<file path="src/rtl/acrp_pkg.sv">
// Package for the attack command record parser: parse phases, record kinds,
// error codes, the result record type and register defaults. No dependencies.
`default_nettype none

package acrp_pkg;

  // register defaults and register map
  localparam logic [7:0] AttackKindsReset = 8'd11;
  localparam logic [7:0] FlagKindsReset   = 8'd26;
  localparam int unsigned AddrWidth       = 3;
  localparam logic        RegAttackKinds  = 1'b0;
  localparam logic        RegFlagKinds    = 1'b1;

  // result queue
  localparam int unsigned QueueDepth = 4;
  localparam int unsigned QueuePtrW  = $clog2(QueueDepth);
  localparam int unsigned QueueCntW  = $clog2(QueueDepth + 1);

  // parse phases, one-hot
  typedef enum logic [8:0] {
    PH_DUR      = 9'b000000001,
    PH_KIND     = 9'b000000010,
    PH_COUNT    = 9'b000000100,
    PH_TARGET   = 9'b000001000,
    PH_FCOUNT   = 9'b000010000,
    PH_KEY      = 9'b000100000,
    PH_LEN      = 9'b001000000,
    PH_DATA     = 9'b010000000,
    PH_FINISHED = 9'b100000000
  } phase_e;

  typedef enum logic [2:0] {
    REC_DUR    = 3'd0,
    REC_KIND   = 3'd1,
    REC_TARGET = 3'd2,
    REC_OPT    = 3'd3,
    REC_VAL    = 3'd4,
    REC_DONE   = 3'd5,
    REC_ERR    = 3'd6
  } rec_kind_e;

  typedef enum logic [3:0] {
    ERR_SHORT     = 4'd0,
    ERR_NO_KIND   = 4'd1,
    ERR_NO_COUNT  = 4'd2,
    ERR_ZERO_TGT  = 4'd3,
    ERR_TARGETS   = 4'd4,
    ERR_FCOUNT    = 4'd5,
    ERR_KEY       = 4'd6,
    ERR_LEN       = 4'd7,
    ERR_DATA      = 4'd8,
    ERR_BAD_KIND  = 4'd9
  } err_code_e;

  typedef struct packed {
    rec_kind_e   kind;
    logic [31:0] value;
    logic [7:0]  extra;
    logic        known;
    err_code_e   err;
    logic        fin;
  } rec_t;

  // up to two records produced by one beat
  typedef struct packed {
    logic [1:0] n;
    rec_t       r0;
    rec_t       r1;
  } rec_pair_t;

  function automatic rec_t make_rec(rec_kind_e kind, logic [31:0] value, logic [7:0] extra,
                                    logic known, err_code_e err, logic fin);
    rec_t r;
    r.kind  = kind;
    r.value = value;
    r.extra = extra;
    r.known = known;
    r.err   = err;
    r.fin   = fin;
    return r;
  endfunction

  // append a record, dropping anything past the second
  function automatic rec_pair_t push_rec(rec_pair_t p, rec_t r);
    rec_pair_t q;
    q = p;
    if (p.n == 2'd0) begin
      q.r0 = r;
      q.n  = 2'd1;
    end else if (p.n == 2'd1) begin
      q.r1 = r;
      q.n  = 2'd2;
    end
    return q;
  endfunction

endpackage

`default_nettype wire

</file>
<file path="src/rtl/attack_command_record_parser_unit.sv">
// Top level of the attack command record parser: byte stream in, result
// records out, APB registers for attack_kinds and flag_kinds. Uses acrp_pkg.
`default_nettype none

// One byte is taken per beat and parsed combinationally: the phase, counters
// and accumulator update at the accept edge and the records that byte causes
// (at most two) go into a four-entry result queue. Input tready is high while
// the queue has room for two records, so with the output side taking records
// the block sustains one byte per cycle; a byte that causes two records fills
// the queue faster. Records leave it at one per cycle while the output is ready.
// A beat with tlast set ends the buffer and returns the parser to its start.
module attack_command_record_parser_unit
  import acrp_pkg::*;
(
  input  wire logic                 clk_i,
  input  wire logic                 rst_ni,
  // byte stream
  input  wire logic                 s_axis_tvalid_i,
  output      logic                 s_axis_tready_o,
  input  wire logic [7:0]           s_axis_tdata_i,   // data_byte
  input  wire logic                 s_axis_tuser_i,   // has_byte
  input  wire logic                 s_axis_tlast_i,   // last_byte
  // result records
  output      logic                 m_axis_tvalid_o,
  input  wire logic                 m_axis_tready_i,
  // value[31:0], extra[39:32], known_key[40], error_code[44:41], zero[47:45]
  output      logic [47:0]          m_axis_tdata_o,
  output      logic [2:0]           m_axis_tuser_o,   // record_kind
  output      logic                 m_axis_tlast_o,   // final_record
  // configuration
  input  wire logic                 psel,
  input  wire logic                 penable,
  input  wire logic                 pwrite,
  input  wire logic [AddrWidth-1:0] paddr,
  input  wire logic [31:0]          pwdata,
  output      logic [31:0]          prdata,
  output      logic                 pready
);

  // configuration registers
  logic [7:0] attack_kinds_q, flag_kinds_q;
  logic       cfg_wr;

  assign pready = 1'b1;
  assign cfg_wr = psel & penable & pwrite;

  always_ff @(posedge clk_i or negedge rst_ni) begin
    if (!rst_ni) begin
      attack_kinds_q <= AttackKindsReset;
      flag_kinds_q   <= FlagKindsReset;
    end else if (cfg_wr) begin
      if (paddr[2] == RegAttackKinds) begin
        attack_kinds_q <= pwdata[7:0];
      end else begin
        flag_kinds_q <= pwdata[7:0];
      end
    end
  end

  always_comb begin
    if (paddr[2] == RegAttackKinds) begin
      prdata = {24'd0, attack_kinds_q};
    end else begin
      prdata = {24'd0, flag_kinds_q};
    end
  end

  // parser state
  phase_e      phase_q, phase_d;
  logic [2:0]  bidx_q, bidx_d;
  logic [31:0] acc_q, acc_d;
  logic [7:0]  kind_q, kind_d;
  logic [7:0]  tgt_left_q, tgt_left_d;
  logic [7:0]  opt_left_q, opt_left_d;
  logic [7:0]  val_left_q, val_left_d;
  logic [7:0]  key_q, key_d;
  rec_pair_t   recs;

  logic in_acc;
  logic [7:0] b;

  assign in_acc = s_axis_tvalid_i & s_axis_tready_o;
  assign b      = s_axis_tdata_i;

  // one-byte parse step
  always_comb begin
    rec_pair_t p;
    logic      close;
    phase_d    = phase_q;
    bidx_d     = bidx_q;
    acc_d      = acc_q;
    kind_d     = kind_q;
    tgt_left_d = tgt_left_q;
    opt_left_d = opt_left_q;
    val_left_d = val_left_q;
    key_d      = key_q;
    p          = '0;
    close      = 1'b0;

    if (s_axis_tuser_i) begin
      case (phase_q)
        PH_DUR: begin
          acc_d  = {acc_q[23:0], b};
          bidx_d = bidx_q + 3'd1;
          if (bidx_d >= 3'd4) begin
            p = push_rec(p, make_rec(REC_DUR, acc_d, 8'd0, 1'b0, ERR_SHORT, 1'b0));
            bidx_d  = 3'd0;
            acc_d   = 32'd0;
            phase_d = PH_KIND;
          end
        end
        PH_KIND: begin
          kind_d  = b;
          p = push_rec(p, make_rec(REC_KIND, {24'd0, b}, 8'd0, 1'b0, ERR_SHORT, 1'b0));
          phase_d = PH_COUNT;
        end
        PH_COUNT: begin
          if (b == 8'd0) begin
            p = push_rec(p, make_rec(REC_ERR, 32'd0, 8'd0, 1'b0, ERR_ZERO_TGT, 1'b1));
            phase_d = PH_FINISHED;
          end else begin
            tgt_left_d = b;
            bidx_d     = 3'd0;
            acc_d      = 32'd0;
            phase_d    = PH_TARGET;
          end
        end
        PH_TARGET: begin
          if (bidx_q < 3'd4) begin
            acc_d  = {acc_q[23:0], b};
            bidx_d = bidx_q + 3'd1;
          end else begin
            p = push_rec(p, make_rec(REC_TARGET, acc_q, b, 1'b0, ERR_SHORT, 1'b0));
            bidx_d     = 3'd0;
            acc_d      = 32'd0;
            tgt_left_d = tgt_left_q - 8'd1;
            if (tgt_left_d == 8'd0) begin
              phase_d = PH_FCOUNT;
            end
          end
        end
        PH_FCOUNT: begin
          opt_left_d = b;
          close      = 1'b1;
        end
        PH_KEY: begin
          key_d   = b;
          phase_d = PH_LEN;
        end
        PH_LEN: begin
          p = push_rec(p, make_rec(REC_OPT, {24'd0, key_q}, b, key_q < flag_kinds_q,
                                   ERR_SHORT, 1'b0));
          opt_left_d = opt_left_q - 8'd1;
          val_left_d = b;
          if (b == 8'd0) begin
            close = 1'b1;
          end else begin
            phase_d = PH_DATA;
          end
        end
        PH_DATA: begin
          p = push_rec(p, make_rec(REC_VAL, {24'd0, b}, 8'd0, 1'b0, ERR_SHORT, 1'b0));
          val_left_d = val_left_q - 8'd1;
          if (val_left_d == 8'd0) begin
            close = 1'b1;
          end
        end
        default: begin
        end
      endcase

      // end of an option or of the option count
      if (close) begin
        if (opt_left_d != 8'd0) begin
          phase_d = PH_KEY;
        end else if (kind_q >= attack_kinds_q) begin
          p = push_rec(p, make_rec(REC_ERR, 32'd0, 8'd0, 1'b0, ERR_BAD_KIND, 1'b1));
          phase_d = PH_FINISHED;
        end else begin
          p = push_rec(p, make_rec(REC_DONE, 32'd0, 8'd0, 1'b0, ERR_SHORT, 1'b1));
          phase_d = PH_FINISHED;
        end
      end
    end

    // end of buffer: report what is missing, then start over
    if (s_axis_tlast_i) begin
      case (phase_d)
        PH_DUR:    p = push_rec(p, make_rec(REC_ERR, 32'd0, 8'd0, 1'b0, ERR_SHORT, 1'b1));
        PH_KIND:   p = push_rec(p, make_rec(REC_ERR, 32'd0, 8'd0, 1'b0, ERR_NO_KIND, 1'b1));
        PH_COUNT:  p = push_rec(p, make_rec(REC_ERR, 32'd0, 8'd0, 1'b0, ERR_NO_COUNT, 1'b1));
        PH_TARGET: p = push_rec(p, make_rec(REC_ERR, 32'd0, 8'd0, 1'b0, ERR_TARGETS, 1'b1));
        PH_FCOUNT: p = push_rec(p, make_rec(REC_ERR, 32'd0, 8'd0, 1'b0, ERR_FCOUNT, 1'b1));
        PH_KEY:    p = push_rec(p, make_rec(REC_ERR, 32'd0, 8'd0, 1'b0, ERR_KEY, 1'b1));
        PH_LEN:    p = push_rec(p, make_rec(REC_ERR, 32'd0, 8'd0, 1'b0, ERR_LEN, 1'b1));
        PH_DATA:   p = push_rec(p, make_rec(REC_ERR, 32'd0, 8'd0, 1'b0, ERR_DATA, 1'b1));
        default: begin
        end
      endcase
      phase_d    = PH_DUR;
      bidx_d     = 3'd0;
      acc_d      = 32'd0;
      kind_d     = 8'd0;
      tgt_left_d = 8'd0;
      opt_left_d = 8'd0;
      val_left_d = 8'd0;
      key_d      = 8'd0;
    end
    recs = p;
  end

  always_ff @(posedge clk_i or negedge rst_ni) begin
    if (!rst_ni) begin
      phase_q    <= PH_DUR;
      bidx_q     <= 3'd0;
      acc_q      <= 32'd0;
      kind_q     <= 8'd0;
      tgt_left_q <= 8'd0;
      opt_left_q <= 8'd0;
      val_left_q <= 8'd0;
      key_q      <= 8'd0;
    end else if (in_acc) begin
      phase_q    <= phase_d;
      bidx_q     <= bidx_d;
      acc_q      <= acc_d;
      kind_q     <= kind_d;
      tgt_left_q <= tgt_left_d;
      opt_left_q <= opt_left_d;
      val_left_q <= val_left_d;
      key_q      <= key_d;
    end
  end

  // result queue
  rec_t                 queue_q [QueueDepth];
  logic [QueuePtrW-1:0] wr_ptr_q, rd_ptr_q;
  logic [QueueCntW-1:0] count_q;
  logic                 pop;
  logic [1:0]           n_push;
  rec_t                 head;

  assign n_push          = in_acc ? recs.n : 2'd0;
  assign pop             = m_axis_tvalid_o & m_axis_tready_i;
  assign s_axis_tready_o = count_q <= QueueCntW'(QueueDepth - 2);
  assign m_axis_tvalid_o = count_q != '0;
  assign head            = queue_q[rd_ptr_q];

  always_ff @(posedge clk_i) begin
    if (n_push != 2'd0) begin
      queue_q[wr_ptr_q] <= recs.r0;
    end
    if (n_push == 2'd2) begin
      queue_q[wr_ptr_q + QueuePtrW'(1)] <= recs.r1;
    end
  end

  always_ff @(posedge clk_i or negedge rst_ni) begin
    if (!rst_ni) begin
      wr_ptr_q <= '0;
      rd_ptr_q <= '0;
      count_q  <= '0;
    end else begin
      wr_ptr_q <= wr_ptr_q + QueuePtrW'(n_push);
      if (pop) begin
        rd_ptr_q <= rd_ptr_q + QueuePtrW'(1);
      end
      count_q <= count_q + QueueCntW'(n_push) - QueueCntW'(pop);
    end
  end

  // output beat
  assign m_axis_tdata_o = {3'd0, head.err, head.known, head.extra, head.value};
  assign m_axis_tuser_o = head.kind;
  assign m_axis_tlast_o = head.fin;

  // checks
  a_queue_bound: assert property (@(posedge clk_i) disable iff (!rst_ni)
    count_q <= QueueCntW'(QueueDepth))
    else $error("result queue over its depth");

  a_last_restarts: assert property (@(posedge clk_i) disable iff (!rst_ni)
    (in_acc && s_axis_tlast_i) |=> (phase_q == PH_DUR && bidx_q == 3'd0))
    else $error("parser did not restart after end of buffer");

  a_finished_holds: assert property (@(posedge clk_i) disable iff (!rst_ni)
    (phase_q == PH_FINISHED && !(in_acc && s_axis_tlast_i)) |=> phase_q == PH_FINISHED)
    else $error("parser left finished phase without end of buffer");

  a_final_kind: assert property (@(posedge clk_i) disable iff (!rst_ni)
    (m_axis_tvalid_o && m_axis_tlast_o) |->
      (m_axis_tuser_o == REC_DONE || m_axis_tuser_o == REC_ERR))
    else $error("final flag on a record that is not done or error");

endmodule

`default_nettype wire

</file>
<file path="config.mk">
export PLATFORM = sky130hd
export DESIGN_NAME = attack_command_record_parser_unit
export DESIGN_NICKNAME = d
export VERILOG_FILES = /design/src/rtl/acrp_pkg.sv /design/src/rtl/attack_command_record_parser_unit.sv
export SDC_FILE = /design/constraint.sdc
export NUM_CORES = 1
export LEC_CHECK = 0
export BUFFER_PORTS_ARGS = -buffer_cell sky130_fd_sc_hd__buf_2
export CAP_MARGIN = 15
export CELL_PAD_IN_SITES_DETAIL_PLACEMENT = 1
export CELL_PAD_IN_SITES_GLOBAL_PLACEMENT = 1
export CORE_MARGIN = 2
export CORE_UTILIZATION = 47
export DETAILED_ROUTE_END_ITERATION = 7
export GPL_ROUTABILITY_DRIVEN = 0
export PLACE_DENSITY = 0.79
export SETUP_SLACK_MARGIN = 0.3
export SLEW_MARGIN = 15
export SYNTH_ARGS = -nofsm -noshare
export SYNTH_HDL_FRONTEND = slang
export SYNTH_SLANG_ARGS = --single-unit
</file>
<file path="constraint.sdc">
create_clock -name clk_i -period 6.8 [get_ports clk_i]
set_input_delay 2.04 -clock clk_i [delete_from_list [all_inputs] [get_ports clk_i]]
set_output_delay 2.04 -clock clk_i [all_outputs]
set_load 0.005 [all_outputs]
</file>
==> results.md <==
- Grt total ovfl: 0
- Number of synthesized flops with an enable pin: 32
- ANT nets after route: 0
- Clk_lat worst skew: 0.53 ns
- Crit start category: primary input
- WL/cell: 22.2 µm
- Hold_buf cts: 0
- Htree depth: 2
- CTS Buf Count: 36
- Sink Count: between 300 and 400
- Synthesized instance count: 1598
- Vias post-DR: 13121
- Logic gate share of total power: 0.315
- Net Switching: 2.31 mW
- Critical path type: in -> reg
- Hold crit path type: reg -> reg
- Clk pwr share: 0.294
- RSZ-0062 raised after global routing: no
- Area grow syn2layout: 13.4%
- Maxcap violations: 0
- Iteration-0 DRC Markers: 951
- Headroom to the max-slew limit: 0.292
- Die W: 187 µm
- Clock skew: 0.0210 ns
- CTS Buffer Depth: 3
- CTS tree: done
- WP buf/inv: 3
- Top post-synthesis cells by area: dfxtp_1 (21%), dfrtp_1 (16%), mux4_2 (7.0%), edfxtp_1 (6.1%), a31o_2 (6.0%)
- Layout cells sized above 1: 0.251
- Mean Syn Cell Area: 9.85 µm²
- Final instance area: 0.0179 mm²
- Period utilisation layout: 0.904
- Post-CTS resize count: 0
- Setup TNS: 0 ns
- Global-route wire length before repair: 76700 µm
- HPWL Detailed: approximately 32000 µm
- Die height: about 190 µm
- Vias per cell: between 6 and 7
- Worst path slowest cell: nor4_1
- Nature of the critical path endpoint: register
- Detailed-route DRC error count: 0
- Initial Utilization: 0.473
- I/O pin cnt: approximately 140
- Clock transition at the registers of the reported paths: 0.06 ns
- Final #Nets: roughly 1700
- Internal: 4.00 mW
- Die Area: 0.0350 mm²
- Status: finished clean
- Initial antenna violation count: 1
- Power Dens Cells: 353 mW/mm²
- CTS root buffer: clkbuf_16
- Seq cells post-synth: 303
- Core Region: 0.0333 mm²
- Synth warn: 0
- Seq/Total Area, Yosys: 0.440
- Total power: roughly 6.3 mW
- Synth area leader: dfxtp_1
- Row cnt: 67
- Placed cell area: 0.0167 mm²
- Reg power frac: 0.391
- Static leakage: 7.22 nW
- Sw Share: 0.366
- Slew Limit Fails: 0
- Final Hold Fails: 0
- Port buffer count: 84
- Required time worst endpoint: 7.04 ns
- Postcts setup bufs: 0
- Fillers: 3718
- Pre-antenna DRT Iters: 5
- Worst-path cell chain: buf_2, nor4_1, a31oi_1, nor2_1, a21oi_1, or4_1, nor3b_1, nor3b_1, a311o_1, buf_4, a31o_2, nand2_2, buf_4, o22ai_1
- Crit path max fanout: 20
- Most used DFF post-synth: dfxtp_1
- Share of the synthesized area in the top cell type: 0.208
- Routed WL: 47600 µm
- Max incr delay on CP: 0.73 ns
- Minimum clock period: a little over 6 ns
- Gr usage total: 0.271
- Least-Margin Pin Slew: 1.06 ns
- Top delay family on crit path: simple AND/OR/NAND/NOR gates
- Mapped Area: roughly 0.016 mm²
- Number of global-route vias before repair: 13899
- Peak supply drop: 190 µV
- Ys async rst share: 0.353
- Crit path DAT: approximately 6.4 ns
- Count of final setup violators: 0
- Pin count of the biggest net entering global routing: a little over 80
- Fmax: 163 MHz
- Yosys cell types: 88
- Ant diodes: 0
## cell type report
type	instances	area, µm²	share of cell area
timing repair buffer	152	1010	0.0565
inverter	42	158	0.00882
multi-input combinational	1127	8070	0.452
tap	448	561	0.0314
sequential	303	6940	0.388
clock inverter	16	128	0.00714
clock buffer	50	1000	0.0562
## layout by cell type (no fill, tap or decap), types with 28 or more instances in the layout
| cell type | n |
|---|---|
| ha_1 | 31 |
| dfrtp_1 | 98 |
| nand2_1 | 122 |
| mux2_2 | 34 |
| dfxtp_1 | 164 |
| edfxtp_1 | 32 |
| or2_1 | 28 |
| clkbuf_16 | 36 |
| o21ai_0 | 70 |
| a31o_2 | 107 |
| nor2_1 | 176 |
| inv_1 | 41 |
| buf_4 | 63 |
| o22ai_1 | 33 |
| a22o_1 | 59 |
| mux4_2 | 49 |
| a21oi_1 | 81 |
| conb_1 | 28 |
| buf_2 | 83 |
## power by group through the flow
stage                     sequential (mW)  clock [mW]  combinational [mW]
final                                2.47        1.86                1.99
after detailed placement             2.50           0                1.97
after global placement               2.47           0                1.90
after CTS                            2.47        1.88                1.99
after global routing                 2.52        1.96                2.18
after floorplan                      2.28           0                1.54
## worst register-to-register path, cell delays in order (launching register included)
cell and delay, ns:
dfrtp_1 0.76, or3b_1 0.48, o311a_1 0.31, or4_1 0.54
or4_1 0.52, o41ai_2 0.40, o311a_1 0.32, nor3b_1 0.07
a311o_1 0.37, buf_4 0.23, a31o_2 0.31, nand2_2 0.27
buf_4 0.37, o22ai_1 0.16
## per-layer routing
metal,vias to the layer above,part of all wire,global-route usage
met2,341,0.50,0.476
met1,6716,0.44,0.351
li1,5989,-,-
met3,75,0.043,0.0323
met5,-,0,0
met4,0,0.022,0.0784
## kinds of logic after synthesis
family          after synthesis  share of synthesized area
buf+inv                     194                     0.0574
fa+ha+maj                    32                     0.0259
simple gates                499                      0.153
flops                       303                      0.440
xor+xnor                     14                    0.00779
mux                          86                     0.0963
other cells                   2                   0.000477
compound gates              468                      0.219
## synthesized netlist by cell type (7+ instances only)
master      n
a21oi_1    81
o22ai_1    33
inv_1      41
nand2_1   125
a31o_2    107
nor2_1    177
ha_1       31
and3_1     14
xor2_1      8
dfxtp_1   164
nand3_1    22
edfxtp_1   32
nor3_1     24
buf_4      35
a22o_1     59
dfstp_2     7
o21ai_0    70
nand2b_1   10
and2_1     11
buf_2      23
buf_1       7
nor2b_1    14
mux2_2     34
nor4_1     11
a31o_1     26
clkbuf_1   85
a21o_1     13
mux4_2     49
a22oi_1     9
dfrtp_1   100
a222oi_1    9
o31ai_1     7
or2_1      28
a31oi_1     8
## flip-flops by register name, indices dropped and copies added (netlist names)
name / count
rd_ptr_q: 2
kind_q: 8
key_q: 8
attack_kinds_q: 8
val_left_q: 8
flag_kinds_q: 8
wr_ptr_q: 2
opt_left_q: 8
bidx_q: 3
acc_q: 32
queue_q: 196
count_q: 3
phase_q: 9
tgt_left_q: 8
## metrics by stage
| stage | util | instances | hold WS (ns) | setup slack [ns] |
|---|---|---|---|---|
| 3_5_place_dp | 0.503 | 2072 | 0.446 | 0.138 |
| 6_report | 0.537 | 2138 | 0.455 | 0.653 |
| 4_1_cts | 0.537 | 2138 | 0.453 | 0.666 |
| 2_1_floorplan | - | 1624 | 0.429 | 0.720 |
| 5_1_grt | 0.537 | 2138 | 0.478 | 0.418 |
| 3_3_place_gp | 0.503 | 2072 | 0.436 | 0.209 |
## path summary, 6_finish.rpt
check                                        from              to  slack, ns  depth (start not counted)
max in group asynchronous                  rst_ni       acc_q[23]       3.97                          2
min in group asynchronous                  rst_ni   opt_left_q[6]       1.59                          1
worst max register to register         phase_q[6]   queue_q[1][3]       1.40                         13
worst max-delay path            s_axis_tdata_i[3]   queue_q[1][3]       0.65                         14
worst min register to register     queue_q[3][45]  queue_q[3][45]       0.45                          2
worst min-delay path               queue_q[3][45]  queue_q[3][45]       0.45                          2
Note: power is estimated with default switching activity, not from simulation.
